`src/sv/fqplm_pkg.sv`:
```
// fqplm_pkg: shared types, codes and defaults of the four-queue priority list manager.
// No dependencies; every other file of the block but fqplm_store refers to it by scoped names.
package fqplm_pkg;

  localparam int ENTRIES_DEF      = 16;
  localparam int PRIORITY_MAX_DEF = 9;

  localparam logic [1:0] OP_INSERT = 2'd0;
  localparam logic [1:0] OP_REMOVE = 2'd1;
  localparam logic [1:0] OP_HEAD   = 2'd2;
  localparam logic [1:0] OP_SPARE  = 2'd3;

  localparam logic [1:0] EXEC_READY   = 2'd0;
  localparam logic [1:0] EXEC_BLOCKED = 2'd1;
  localparam logic [1:0] EXEC_OTHER   = 2'd2;
  localparam logic [1:0] EXEC_SPARE   = 2'd3;

  localparam logic [1:0] STATUS_OK        = 2'd0;
  localparam logic [1:0] STATUS_NOT_FOUND = 2'd1;
  localparam logic [1:0] STATUS_INVALID   = 2'd2;
  localparam logic [1:0] STATUS_QUEUED    = 2'd3;

  typedef struct packed {
    logic [1:0] operation;
    logic [3:0] slot;
    logic [3:0] prio;
    logic       suspended;
    logic [1:0] exec_state;
  } req_t;

  typedef struct packed {
    logic [1:0] status;
    logic       head_valid;
    logic [3:0] head_slot;
  } rsp_t;

  typedef enum logic [2:0] {
    ST_IDLE,
    ST_DISPATCH,
    ST_EVAL,
    ST_LINK2,
    ST_DONE
  } state_t;

endpackage

```
`src/sv/fqplm_store.sv`:
```
// fqplm_store: per-slot link and priority memories, one write and one registered read each.
// Depends on nothing but its parameters.
module fqplm_store #(
  parameter int ENTRIES = 16,
  parameter int IDX_W   = $clog2(ENTRIES),
  parameter int LINK_W  = $clog2(ENTRIES + 1)
) (
  input  logic              clk,
  input  logic [IDX_W-1:0]  rd_addr,
  output logic [LINK_W-1:0] rd_link,
  output logic [3:0]        rd_prio,
  input  logic              link_we,
  input  logic [IDX_W-1:0]  link_waddr,
  input  logic [LINK_W-1:0] link_wdata,
  input  logic              prio_we,
  input  logic [IDX_W-1:0]  prio_waddr,
  input  logic [3:0]        prio_wdata
);

  logic [LINK_W-1:0] link_mem [ENTRIES];
  logic [3:0]        prio_mem [ENTRIES];

  always_ff @(posedge clk) begin
    if (link_we) begin
      link_mem[link_waddr] <= link_wdata;
    end
    if (prio_we) begin
      prio_mem[prio_waddr] <= prio_wdata;
    end
    rd_link <= link_mem[rd_addr];
    rd_prio <= prio_mem[rd_addr];
  end

endmodule

```
`src/sv/fqplm_seq.sv`:
```
// fqplm_seq: sequencer that walks a queue one slot per cycle through one compare unit,
// and owns queue heads, tails and queued flags. Depends on fqplm_pkg and fqplm_store ports.
module fqplm_seq #(
  parameter int ENTRIES      = 16,
  parameter int PRIORITY_MAX = 9,
  parameter int IDX_W        = $clog2(ENTRIES),
  parameter int LINK_W       = $clog2(ENTRIES + 1)
) (
  input  logic                clk,
  input  logic                rst,
  input  logic                req_valid,
  output logic                req_ready,
  input  fqplm_pkg::req_t     req,
  output logic                res_valid,
  input  logic                res_ready,
  output fqplm_pkg::rsp_t     res,
  output logic [IDX_W-1:0]    rd_addr,
  input  logic [LINK_W-1:0]   rd_link,
  input  logic [3:0]          rd_prio,
  output logic                link_we,
  output logic [IDX_W-1:0]    link_waddr,
  output logic [LINK_W-1:0]   link_wdata,
  output logic                prio_we,
  output logic [IDX_W-1:0]    prio_waddr,
  output logic [3:0]          prio_wdata
);

  localparam logic [LINK_W-1:0] NIL = LINK_W'(ENTRIES);

  fqplm_pkg::state_t state, state_next;
  fqplm_pkg::req_t   cur;

  logic [LINK_W-1:0]  head [4];
  logic [LINK_W-1:0]  head_next [4];
  logic [LINK_W-1:0]  tail [4];
  logic [LINK_W-1:0]  tail_next [4];
  logic [ENTRIES-1:0] queued, queued_next;
  logic [IDX_W-1:0]   x, x_next;
  logic [IDX_W-1:0]   prev, prev_next;
  logic               prev_nil, prev_nil_next;
  logic [IDX_W-1:0]   pend, pend_next;
  logic [1:0]         status, status_next;

  logic [1:0]         q;
  logic               invalid;
  logic               blocked;
  logic               slot_ok;
  logic [IDX_W-1:0]   s_idx;
  logic [LINK_W-1:0]  s_link;
  logic [3:0]         p_sat;
  logic               lnk_nil;
  logic [LINK_W-1:0]  hq;

  assign q       = {cur.suspended, cur.exec_state[0]};
  assign invalid = (cur.exec_state != fqplm_pkg::EXEC_READY) &&
                   (cur.exec_state != fqplm_pkg::EXEC_BLOCKED);
  assign blocked = (cur.exec_state == fqplm_pkg::EXEC_BLOCKED);
  assign slot_ok = (32'(cur.slot) < ENTRIES);
  assign s_idx   = IDX_W'(cur.slot);
  assign s_link  = LINK_W'(cur.slot);
  assign p_sat   = (32'(cur.prio) > PRIORITY_MAX) ? 4'(PRIORITY_MAX) : cur.prio;
  assign lnk_nil = (rd_link == NIL);
  assign hq      = head[q];

  assign prio_waddr = s_idx;
  assign prio_wdata = p_sat;

  always_ff @(posedge clk) begin
    if (rst) begin
      state    <= fqplm_pkg::ST_IDLE;
      queued   <= '0;
      for (int i = 0; i < 4; i++) begin
        head[i] <= NIL;
        tail[i] <= NIL;
      end
    end else begin
      state    <= state_next;
      queued   <= queued_next;
      for (int i = 0; i < 4; i++) begin
        head[i] <= head_next[i];
        tail[i] <= tail_next[i];
      end
    end
  end

  always_ff @(posedge clk) begin
    if (state == fqplm_pkg::ST_IDLE && req_valid) begin
      cur <= req;
    end
    x        <= x_next;
    prev     <= prev_next;
    prev_nil <= prev_nil_next;
    pend     <= pend_next;
    status   <= status_next;
  end

  always_comb begin
    state_next    = state;
    queued_next   = queued;
    head_next     = head;
    tail_next     = tail;
    x_next        = x;
    prev_next     = prev;
    prev_nil_next = prev_nil;
    pend_next     = pend;
    status_next   = status;
    req_ready     = 1'b0;
    res_valid     = 1'b0;
    rd_addr       = x;
    link_we       = 1'b0;
    link_waddr    = s_idx;
    link_wdata    = NIL;
    prio_we       = 1'b0;

    unique case (state)
      fqplm_pkg::ST_IDLE: begin
        req_ready = 1'b1;
        if (req_valid) begin
          state_next = fqplm_pkg::ST_DISPATCH;
        end
      end

      fqplm_pkg::ST_DISPATCH: begin
        rd_addr       = IDX_W'(hq);
        x_next        = IDX_W'(hq);
        prev_nil_next = 1'b1;
        status_next   = fqplm_pkg::STATUS_OK;
        state_next    = fqplm_pkg::ST_DONE;
        if (invalid) begin
          status_next = fqplm_pkg::STATUS_INVALID;
        end else begin
          unique case (cur.operation)
            fqplm_pkg::OP_INSERT: begin
              if (!slot_ok) begin
                status_next = fqplm_pkg::STATUS_NOT_FOUND;
              end else if (queued[s_idx]) begin
                status_next = fqplm_pkg::STATUS_QUEUED;
              end else begin
                queued_next[s_idx] = 1'b1;
                prio_we            = 1'b1;
                link_we            = 1'b1;   // new slot starts as end of list
                if (hq == NIL || (blocked && tail[q] == NIL)) begin
                  head_next[q] = s_link;
                  tail_next[q] = s_link;
                end else if (blocked) begin
                  pend_next    = IDX_W'(tail[q]);
                  tail_next[q] = s_link;
                  state_next   = fqplm_pkg::ST_LINK2;
                end else begin
                  state_next = fqplm_pkg::ST_EVAL;
                end
              end
            end
            fqplm_pkg::OP_REMOVE: begin
              if (!slot_ok || hq == NIL) begin
                status_next = fqplm_pkg::STATUS_NOT_FOUND;
              end else begin
                state_next = fqplm_pkg::ST_EVAL;
              end
            end
            default: begin
              // head query and the unused code report the head only
            end
          endcase
        end
      end

      fqplm_pkg::ST_EVAL: begin
        // rd_link/rd_prio belong to x; fetch its successor for the next step
        rd_addr       = IDX_W'(rd_link);
        x_next        = IDX_W'(rd_link);
        prev_next     = x;
        prev_nil_next = 1'b0;
        if (cur.operation == fqplm_pkg::OP_REMOVE) begin
          if (x == s_idx) begin
            queued_next[s_idx] = 1'b0;
            state_next         = fqplm_pkg::ST_DONE;
            if (prev_nil) begin
              head_next[q] = rd_link;
              if (lnk_nil) begin
                tail_next[q] = NIL;
              end
            end else begin
              link_we    = 1'b1;
              link_waddr = prev;
              link_wdata = rd_link;
              if (tail[q] == s_link) begin
                tail_next[q] = LINK_W'(prev);
              end
            end
          end else if (lnk_nil) begin
            status_next = fqplm_pkg::STATUS_NOT_FOUND;
            state_next  = fqplm_pkg::ST_DONE;
          end
        end else begin
          if (p_sat < rd_prio) begin
            link_we    = 1'b1;
            link_waddr = s_idx;
            link_wdata = LINK_W'(x);
            if (prev_nil) begin
              head_next[q] = s_link;
              state_next   = fqplm_pkg::ST_DONE;
            end else begin
              pend_next  = prev;
              state_next = fqplm_pkg::ST_LINK2;
            end
          end else if (lnk_nil) begin
            link_we      = 1'b1;
            link_waddr   = x;
            link_wdata   = s_link;
            tail_next[q] = s_link;
            state_next   = fqplm_pkg::ST_DONE;
          end
        end
      end

      fqplm_pkg::ST_LINK2: begin
        link_we    = 1'b1;
        link_waddr = pend;
        link_wdata = s_link;
        state_next = fqplm_pkg::ST_DONE;
      end

      fqplm_pkg::ST_DONE: begin
        res_valid = 1'b1;
        if (res_ready) begin
          state_next = fqplm_pkg::ST_IDLE;
        end
      end

      default: begin
        state_next = fqplm_pkg::ST_IDLE;
      end
    endcase
  end

  always_comb begin
    res.status     = status;
    res.head_valid = !invalid && (hq != NIL);
    res.head_slot  = res.head_valid ? 4'(hq) : 4'd0;
  end

endmodule

```
`src/sv/four_queue_priority_list_manager_unit.sv`:
```
// Path: an accepted request passes ST_DISPATCH, one ST_EVAL step per slot visited in the queue
// walk and ST_LINK2 where a second link write is needed, then waits in ST_DONE for the response register.
// Throughput: one request at a time; the next is taken only once the sequencer is back in ST_IDLE, and
// the walk through the link memory, one slot per cycle, sets the pace.
// A new request is taken while the previous response waits in its register.
// Reset (rst, synchronous): all queues empty, no slot queued, no response pending.
module four_queue_priority_list_manager_unit #(
  parameter int ENTRIES      = fqplm_pkg::ENTRIES_DEF,
  parameter int PRIORITY_MAX = fqplm_pkg::PRIORITY_MAX_DEF
) (
  input  logic            clk,
  input  logic            rst,
  input  logic            req_valid,
  output logic            req_ready,
  input  fqplm_pkg::req_t req,
  output logic            rsp_valid,
  input  logic            rsp_ready,
  output fqplm_pkg::rsp_t rsp
);

  // The link and priority memories get no reset; a slot's entries are written on insert first.
  localparam int IDX_W  = $clog2(ENTRIES);
  localparam int LINK_W = $clog2(ENTRIES + 1);

  // memory port between sequencer and store
  logic [IDX_W-1:0]  rd_addr;
  logic [LINK_W-1:0] rd_link;
  logic [3:0]        rd_prio;
  logic              link_we;
  logic [IDX_W-1:0]  link_waddr;
  logic [LINK_W-1:0] link_wdata;
  logic              prio_we;
  logic [IDX_W-1:0]  prio_waddr;
  logic [3:0]        prio_wdata;

  // finished result from the sequencer, before the response register
  logic            res_valid;
  logic            res_ready;
  fqplm_pkg::rsp_t res;

  fqplm_store #(
    .ENTRIES (ENTRIES),
    .IDX_W   (IDX_W),
    .LINK_W  (LINK_W)
  ) u_store (
    .clk        (clk),
    .rd_addr    (rd_addr),
    .rd_link    (rd_link),
    .rd_prio    (rd_prio),
    .link_we    (link_we),
    .link_waddr (link_waddr),
    .link_wdata (link_wdata),
    .prio_we    (prio_we),
    .prio_waddr (prio_waddr),
    .prio_wdata (prio_wdata)
  );

  fqplm_seq #(
    .ENTRIES      (ENTRIES),
    .PRIORITY_MAX (PRIORITY_MAX),
    .IDX_W        (IDX_W),
    .LINK_W       (LINK_W)
  ) u_seq (
    .clk        (clk),
    .rst        (rst),
    .req_valid  (req_valid),
    .req_ready  (req_ready),
    .req        (req),
    .res_valid  (res_valid),
    .res_ready  (res_ready),
    .res        (res),
    .rd_addr    (rd_addr),
    .rd_link    (rd_link),
    .rd_prio    (rd_prio),
    .link_we    (link_we),
    .link_waddr (link_waddr),
    .link_wdata (link_wdata),
    .prio_we    (prio_we),
    .prio_waddr (prio_waddr),
    .prio_wdata (prio_wdata)
  );

  // Response register: loads when empty or being drained this cycle.
  assign res_ready = !rsp_valid || rsp_ready;

  always_ff @(posedge clk) begin
    if (rst) begin
      rsp_valid <= 1'b0;
    end else if (res_ready) begin
      rsp_valid <= res_valid;
    end
  end

  always_ff @(posedge clk) begin
    if (res_ready && res_valid) begin
      rsp <= res;
    end
  end

endmodule

```
`config.mk`:
```
export PLATFORM = sky130hd
export DESIGN_NAME = four_queue_priority_list_manager_unit
export DESIGN_NICKNAME = d
export VERILOG_FILES = /design/src/sv/fqplm_pkg.sv /design/src/sv/fqplm_store.sv /design/src/sv/fqplm_seq.sv /design/src/sv/four_queue_priority_list_manager_unit.sv
export SDC_FILE = /design/constraint.sdc
export NUM_CORES = 1
export LEC_CHECK = 0
export BUFFER_PORTS_ARGS = -buffer_cell sky130_fd_sc_hd__buf_4
export CORE_MARGIN = 2
export CORE_UTILIZATION = 60
export DETAILED_ROUTE_END_ITERATION = 10
export PLACE_DENSITY_LB_ADDON = 0.2
export SETUP_SLACK_MARGIN = 0.1
export SLEW_MARGIN = 40
export SYNTH_ARGS = -nofsm -noshare
export SYNTH_HDL_FRONTEND = slang
export SYNTH_SLANG_ARGS = --single-unit
export TNS_END_PERCENT = 1
```
`constraint.sdc`:
```
create_clock -name clk -period 4.5 [get_ports clk]
set_input_delay 0.675 -clock clk [delete_from_list [all_inputs] [get_ports clk]]
set_output_delay 0.675 -clock clk [all_outputs]
set_load 0.02 [all_outputs]
```
### After elaboration in Yosys (flattened, before gate mapping)

Memories as Yosys holds them, arrays and structs flattened. A register that Yosys moved wholly into a read port is not among the register bits.
Cells that the tools add are included.

* bits in registers: 95
* memory bits (writable): 144
* bits of input ports: 17
* word-level logic and storage cells: 203
* memories kept: 2

* $lt $le $gt $ge: 6
* equal/unequal tests: 36
* mux-type cells: 107
* bitwise gates (word level): 7
* reductions and logical operators: 21

Memory list
* u_store.link_mem: depth 16, width 5, rd ports 1, clocked after Yosys merged registers in 1, write ports 1, RTL line fqplm_store.sv:20 `logic [LINK_W-1:0] link_mem [ENTRIES];`
* u_store.prio_mem: depth 16, width 4, rd ports 1, clocked after Yosys merged registers in 1, write ports 1, RTL line fqplm_store.sv:21 `logic [3:0] prio_mem [ENTRIES];`

Operators by type and width (count)
* $mux 20: 21
* $bwmux 20: 4
* $mux 16: 5
* $pmux 20 s2: 2
* $mux 4: 14
* $mux 5: 10
* $mux 3: 11
* $and 16x16->16: 2
* $not 16->16: 2
* $pmux 16 s2: 1
* $pmux 4 s2: 3
* $bmux 5 s2: 2
* $mux 1: 19
* $ne 2x2->1 const B: 9
* $ne 2x1->1 const B: 8
* $or 16x16->16: 1
* $eq 5x5->1 const B: 3
* $pmux 3 s5: 1
* $demux 5 s2: 1
* $mux 2: 5
* $pmux 5 s2: 1
* $reduce_and 10->1: 1
* $ne 3x1->1 const B: 3
* $reduce_and 9->1: 1
* 34 further kinds: 47

### Depth between registers and ports, before layout

* depth in word-level cells: 12
* gate-level depth with buffers: 10
* depth with buffers taken out: 9

### Modules after synthesis

Synthesis repeated with hierarchy kept, for this count alone.

* cells, all modules: 842
* area, all modules: 11169.5 µm²

By module, submodules not included
* fqplm_store: times used 1, cells an instance 277, area each 5890.6 µm²
* fqplm_seq: times used 1, cells an instance 553, area each 5013.6 µm²
* four_queue_priority_list_manager_unit: times used 1, cells an instance 12, area each 265.3 µm²

### Least setup slack after synthesis

No wires, ideal clock.

* path kind: register to register
* start point: register u_seq.cur[6] (netlist name)
* end point: memory u_store.link_mem[1][0] (netlist name) (enable)
* library setup time: 375 ps
* arrival time: 3219 ps
* data required time: 4125 ps
* path slack: 906 ps
* cell stages (with the launch flop): 10
* clock period less this slack: 3594 ps
* path through: edfxtp_1 > nor2b_1 > ha_1 > o21ai_0 > nor2b_1 > nor3_1 > o21ai_0 > a221oi_1 > nand3b_1 > nor3b_1

* word-level cells in the longest chain between the ends: 8
* elaborated cells on any way between the ends: 11
* those cells by class: 2 x order compare; 9 x mux

RTL lines
* start: declaration: RTL line fqplm_seq.sv:31 `fqplm_pkg::req_t cur;`
* start signal: assignment: RTL line fqplm_seq.sv:88 `cur <= req;`
* $gt 4x4->1 (*): RTL line fqplm_seq.sv:61 `assign p_sat = (32'(cur.prio) > PRIORITY_MAX) ? 4'(PRIORITY_MAX) : cur.prio;`
* $mux 4 (*): RTL line fqplm_seq.sv:61
* named net prio_wdata[2]: RTL line four_queue_priority_list_manager_unit.sv:34 `logic [3:0] prio_wdata;`
* $lt 4x4->1 (*): RTL line fqplm_seq.sv:196 `if (p_sat < rd_prio) begin`
* $mux 1: RTL line fqplm_seq.sv:196
* $mux 1: RTL line fqplm_seq.sv:174 `if (cur.operation == fqplm_pkg::OP_REMOVE) begin`
* $pmux 1 s3: RTL line fqplm_seq.sv:115 `unique case (state)`
* $mux 1: RTL line fqplm_store.sv:24 `if (link_we) begin`
* $mux 1 (not written as such): RTL line fqplm_store.sv:25 `link_mem[link_waddr] <= link_wdata;`
* end: declaration: RTL line fqplm_store.sv:20

The timed path passes the listed nets; every way through them passes the cells marked *.

### Worst setup path in the final report

* start point: register u_seq.cur[6] (netlist name)
* end point: memory u_store.link_mem[9][1] (netlist name) (enable)

The elaborated chain is that of the path after synthesis.

==> out/metrics.yaml <==
outcome: "finished, final reports clean"
gr-usage-met3_pct: 3.40
port_buffers: 25
ir_worst_vdd_mv: 0.320
die_w_um: 141
cpLargestDelayFamily: "simple AND/OR/NAND/NOR gates"
vias_per_cell: 6.46
leakage_nw: 4.08
synth_top_area_share_pct: 46.6
dp_cells: 1135
synth_seq_area_share_pct: 59.5
core_mm2: 0.0186
layout.cells.non_filler: 1183
ios: 26
clk_root_buffer_cell: "clkbuf_16"
hold_class: "in -> reg"
max_freq_mhz: 255
arrival_ns: 4.10
clk_pin_slew_ns: 0.06
tns_ns: 0
start_kind: "register"
grt_pass1_wl_um: 41000
cts.hold.buffers_added: 0
grt_pass1_vias: 7535
setup_viol: 0
diodes: 0
hold_depth: 1
clock_latency_ns: 0.52
drive_gt1_share_pct: 19.4
ys_async_sr_fraction_pct: 0
synthCells: 918
drt_wl_total_um: 26000
nets: 949
cts_setup_buffers: 0
tightest_slew_ns: 0.872
cp-end-kind: "register"
gr-usage-all-layers_pct: 26.3
grt.overflow.total: 0
design.die.area_mm2: 0.0199
drcViolationCount: 0
crit_buf_inv: 1
area_delta_synth_final_pct: 11.9
tritoncts: "done"
synth_top_cells_by_count: "edfxtp_1, nand2_1, dfxtp_1, nor2_1, mux2i_1"
synth_nets: 938
met2_usage_pct: 44.9
rsz0062_at_grt: "false"
cts_num_sinks: 248
initial_core_util_pct: 60.7
rows: 50
finalClockSkew_ns: 0.0121
synth_edf_count: 175
cap_violations: 0
vias: 7644
yosysMostFrequentCell: "edfxtp_1"
synth_ff_type: "edfxtp_1"
fin_crit_sh_pct: 87.2
finalPower_mw: 5.06
antenna_left: 0
synth.area.top_cells: "edfxtp_1, dfxtp_1, mux2i_1"
worst-path-stages: 9
timing_hold_violations_final: 0
setup_slack_ns: 0.574
first_iter_violations: 814
htreeDepth: 1
antenna_found_initial: 0
fin_crit_ns: 3.93
use_met1_pct: 35.5
cpMaxStageDelayCell: "a221oi_1"
synth_cell_types: 70
die_y_um: 141
drv_slew: 0
r2r_cells: 9
netlist_area_mm2: 0.0113
cts_buffers: 26
dp_slack_ns: 0.222
clockBufferDepth: 3
grt_max_degree: 74
yosys.area.top_type: "edfxtp_1"
first_pass_iters: 6
crit_type: "reg -> reg"
ys_ff_latch: 248
pwr_density_cell_mw_per_mm2: 401
post_drt_wl_per_cell_um: 22.0
crit_chain: "nor2b_2 > ha_1 > inv_1 > o211a_1 > nor3_1 > o21ai_0 > a221oi_1 > nand3_1 > nor2b_1"
critPathMaxStageDelay_ns: 0.58
slew_headroom_pct: 41.7
crit_fanout: 17
fin_util_pct: 67.9
hpwl_um: 17800
top_usage_layer: "met2"
ys_warn_count: 0
syn_area_per_cell_um2: 12.3
place_congestion: 0.907
cp_data_required_time_ns: 4.68
-- flip-flops by register name, summed over array words and instances (netlist names), 5 cells and up, named ones only --
register,flops
u_store.link_mem,80
u_store.prio_mem,64
u_seq.head,20
u_seq.tail,16
u_seq.cur,9
rsp,7
u_store.rd_link,5
-- where the power goes --
| group | internal [mW] | total, mW | switching, mW |
|---|---|---|---|
| logic | 0.103 | 0.284 | 0.181 |
| registers | 2.46 | 2.50 | 0.0383 |
| clock network | 1.43 | 2.28 | 0.851 |
-- worst paths after layout --
path / from / to / slack, ns
setup reg to reg: u_seq.cur[6] / u_store.link_mem[9][1] / 0.57
setup / recovery: u_seq.cur[6] / u_store.link_mem[9][1] / 0.57
hold reg to reg: u_seq.status[1] / rsp[6] / 0.42
hold / removal: req[8] / u_seq.prio_waddr[1] / 0.33
-- cells in the final DEF (no fill, tap or decap), drive strengths merged, types with 9 or more instances in the layout --
cell type	count
nand4	12
nand2	104
clkbuf	30
o211ai	40
nor3	32
nor2b	19
and2	11
clkinv	9
mux4	14
a211oi	18
nand2b	10
o21ai	33
nand3	16
dfxtp	73
inv	18
o221a	16
nor2	54
buf	39
mux2	38
mux2i	46
edfxtp	175
a21oi	41
-- repair_timing --
item                                    4_1_cts  5_1_grt
endpoints found under the setup margin        0        5
endpoints found under the hold margin         0        0
gates resized for setup                       0        1
-- through the flow --
step / area [um2] / hold WS, ns
after floorplan: 11300 / 0.400
after global placement: 11600 / 0.418
after detailed placement: 11700 / 0.405
after CTS: 12600 / 0.309
after global routing: 12600 / 0.310
final: 12600 / 0.326
-- kinds of logic (layout without fill, tap and decap cells) --
| logic type | count (synthesis) | in the layout | synth area share [%] |
|---|---|---|---|
| xor gates and xnor gates | 8 | 8 | 0.621 |
| muxes | 98 | 98 | 10.7 |
| and+or+nand+nor | 294 | 294 | 13.4 |
| buffers and inverters | 74 | 105 | 2.83 |
| adders and majority gates | 3 | 3 | 0.333 |
| DFF | 248 | 248 | 59.5 |
| AOI/OAI and AO/OA | 193 | 193 | 12.6 |
-- final cells by class --
cell class,count,area [um2]
Tap cell,234,293
Clock buffer,30,717
Multi-Input combinational cell,596,4300
Clock inverter,18,226
Inverter,18,67.6
Timing Repair Buffer,39,305
Fill cell,1322,5960
Sequential cell,248,6720
-- metal layers --
layer	part of all wire [%]	vias to the layer above
met1	42	3743
met5	0	-
met3	6.5	46
met2	50	318
met4	2.2	0
li1	-	3537
(Power assumes the default switching activity.)
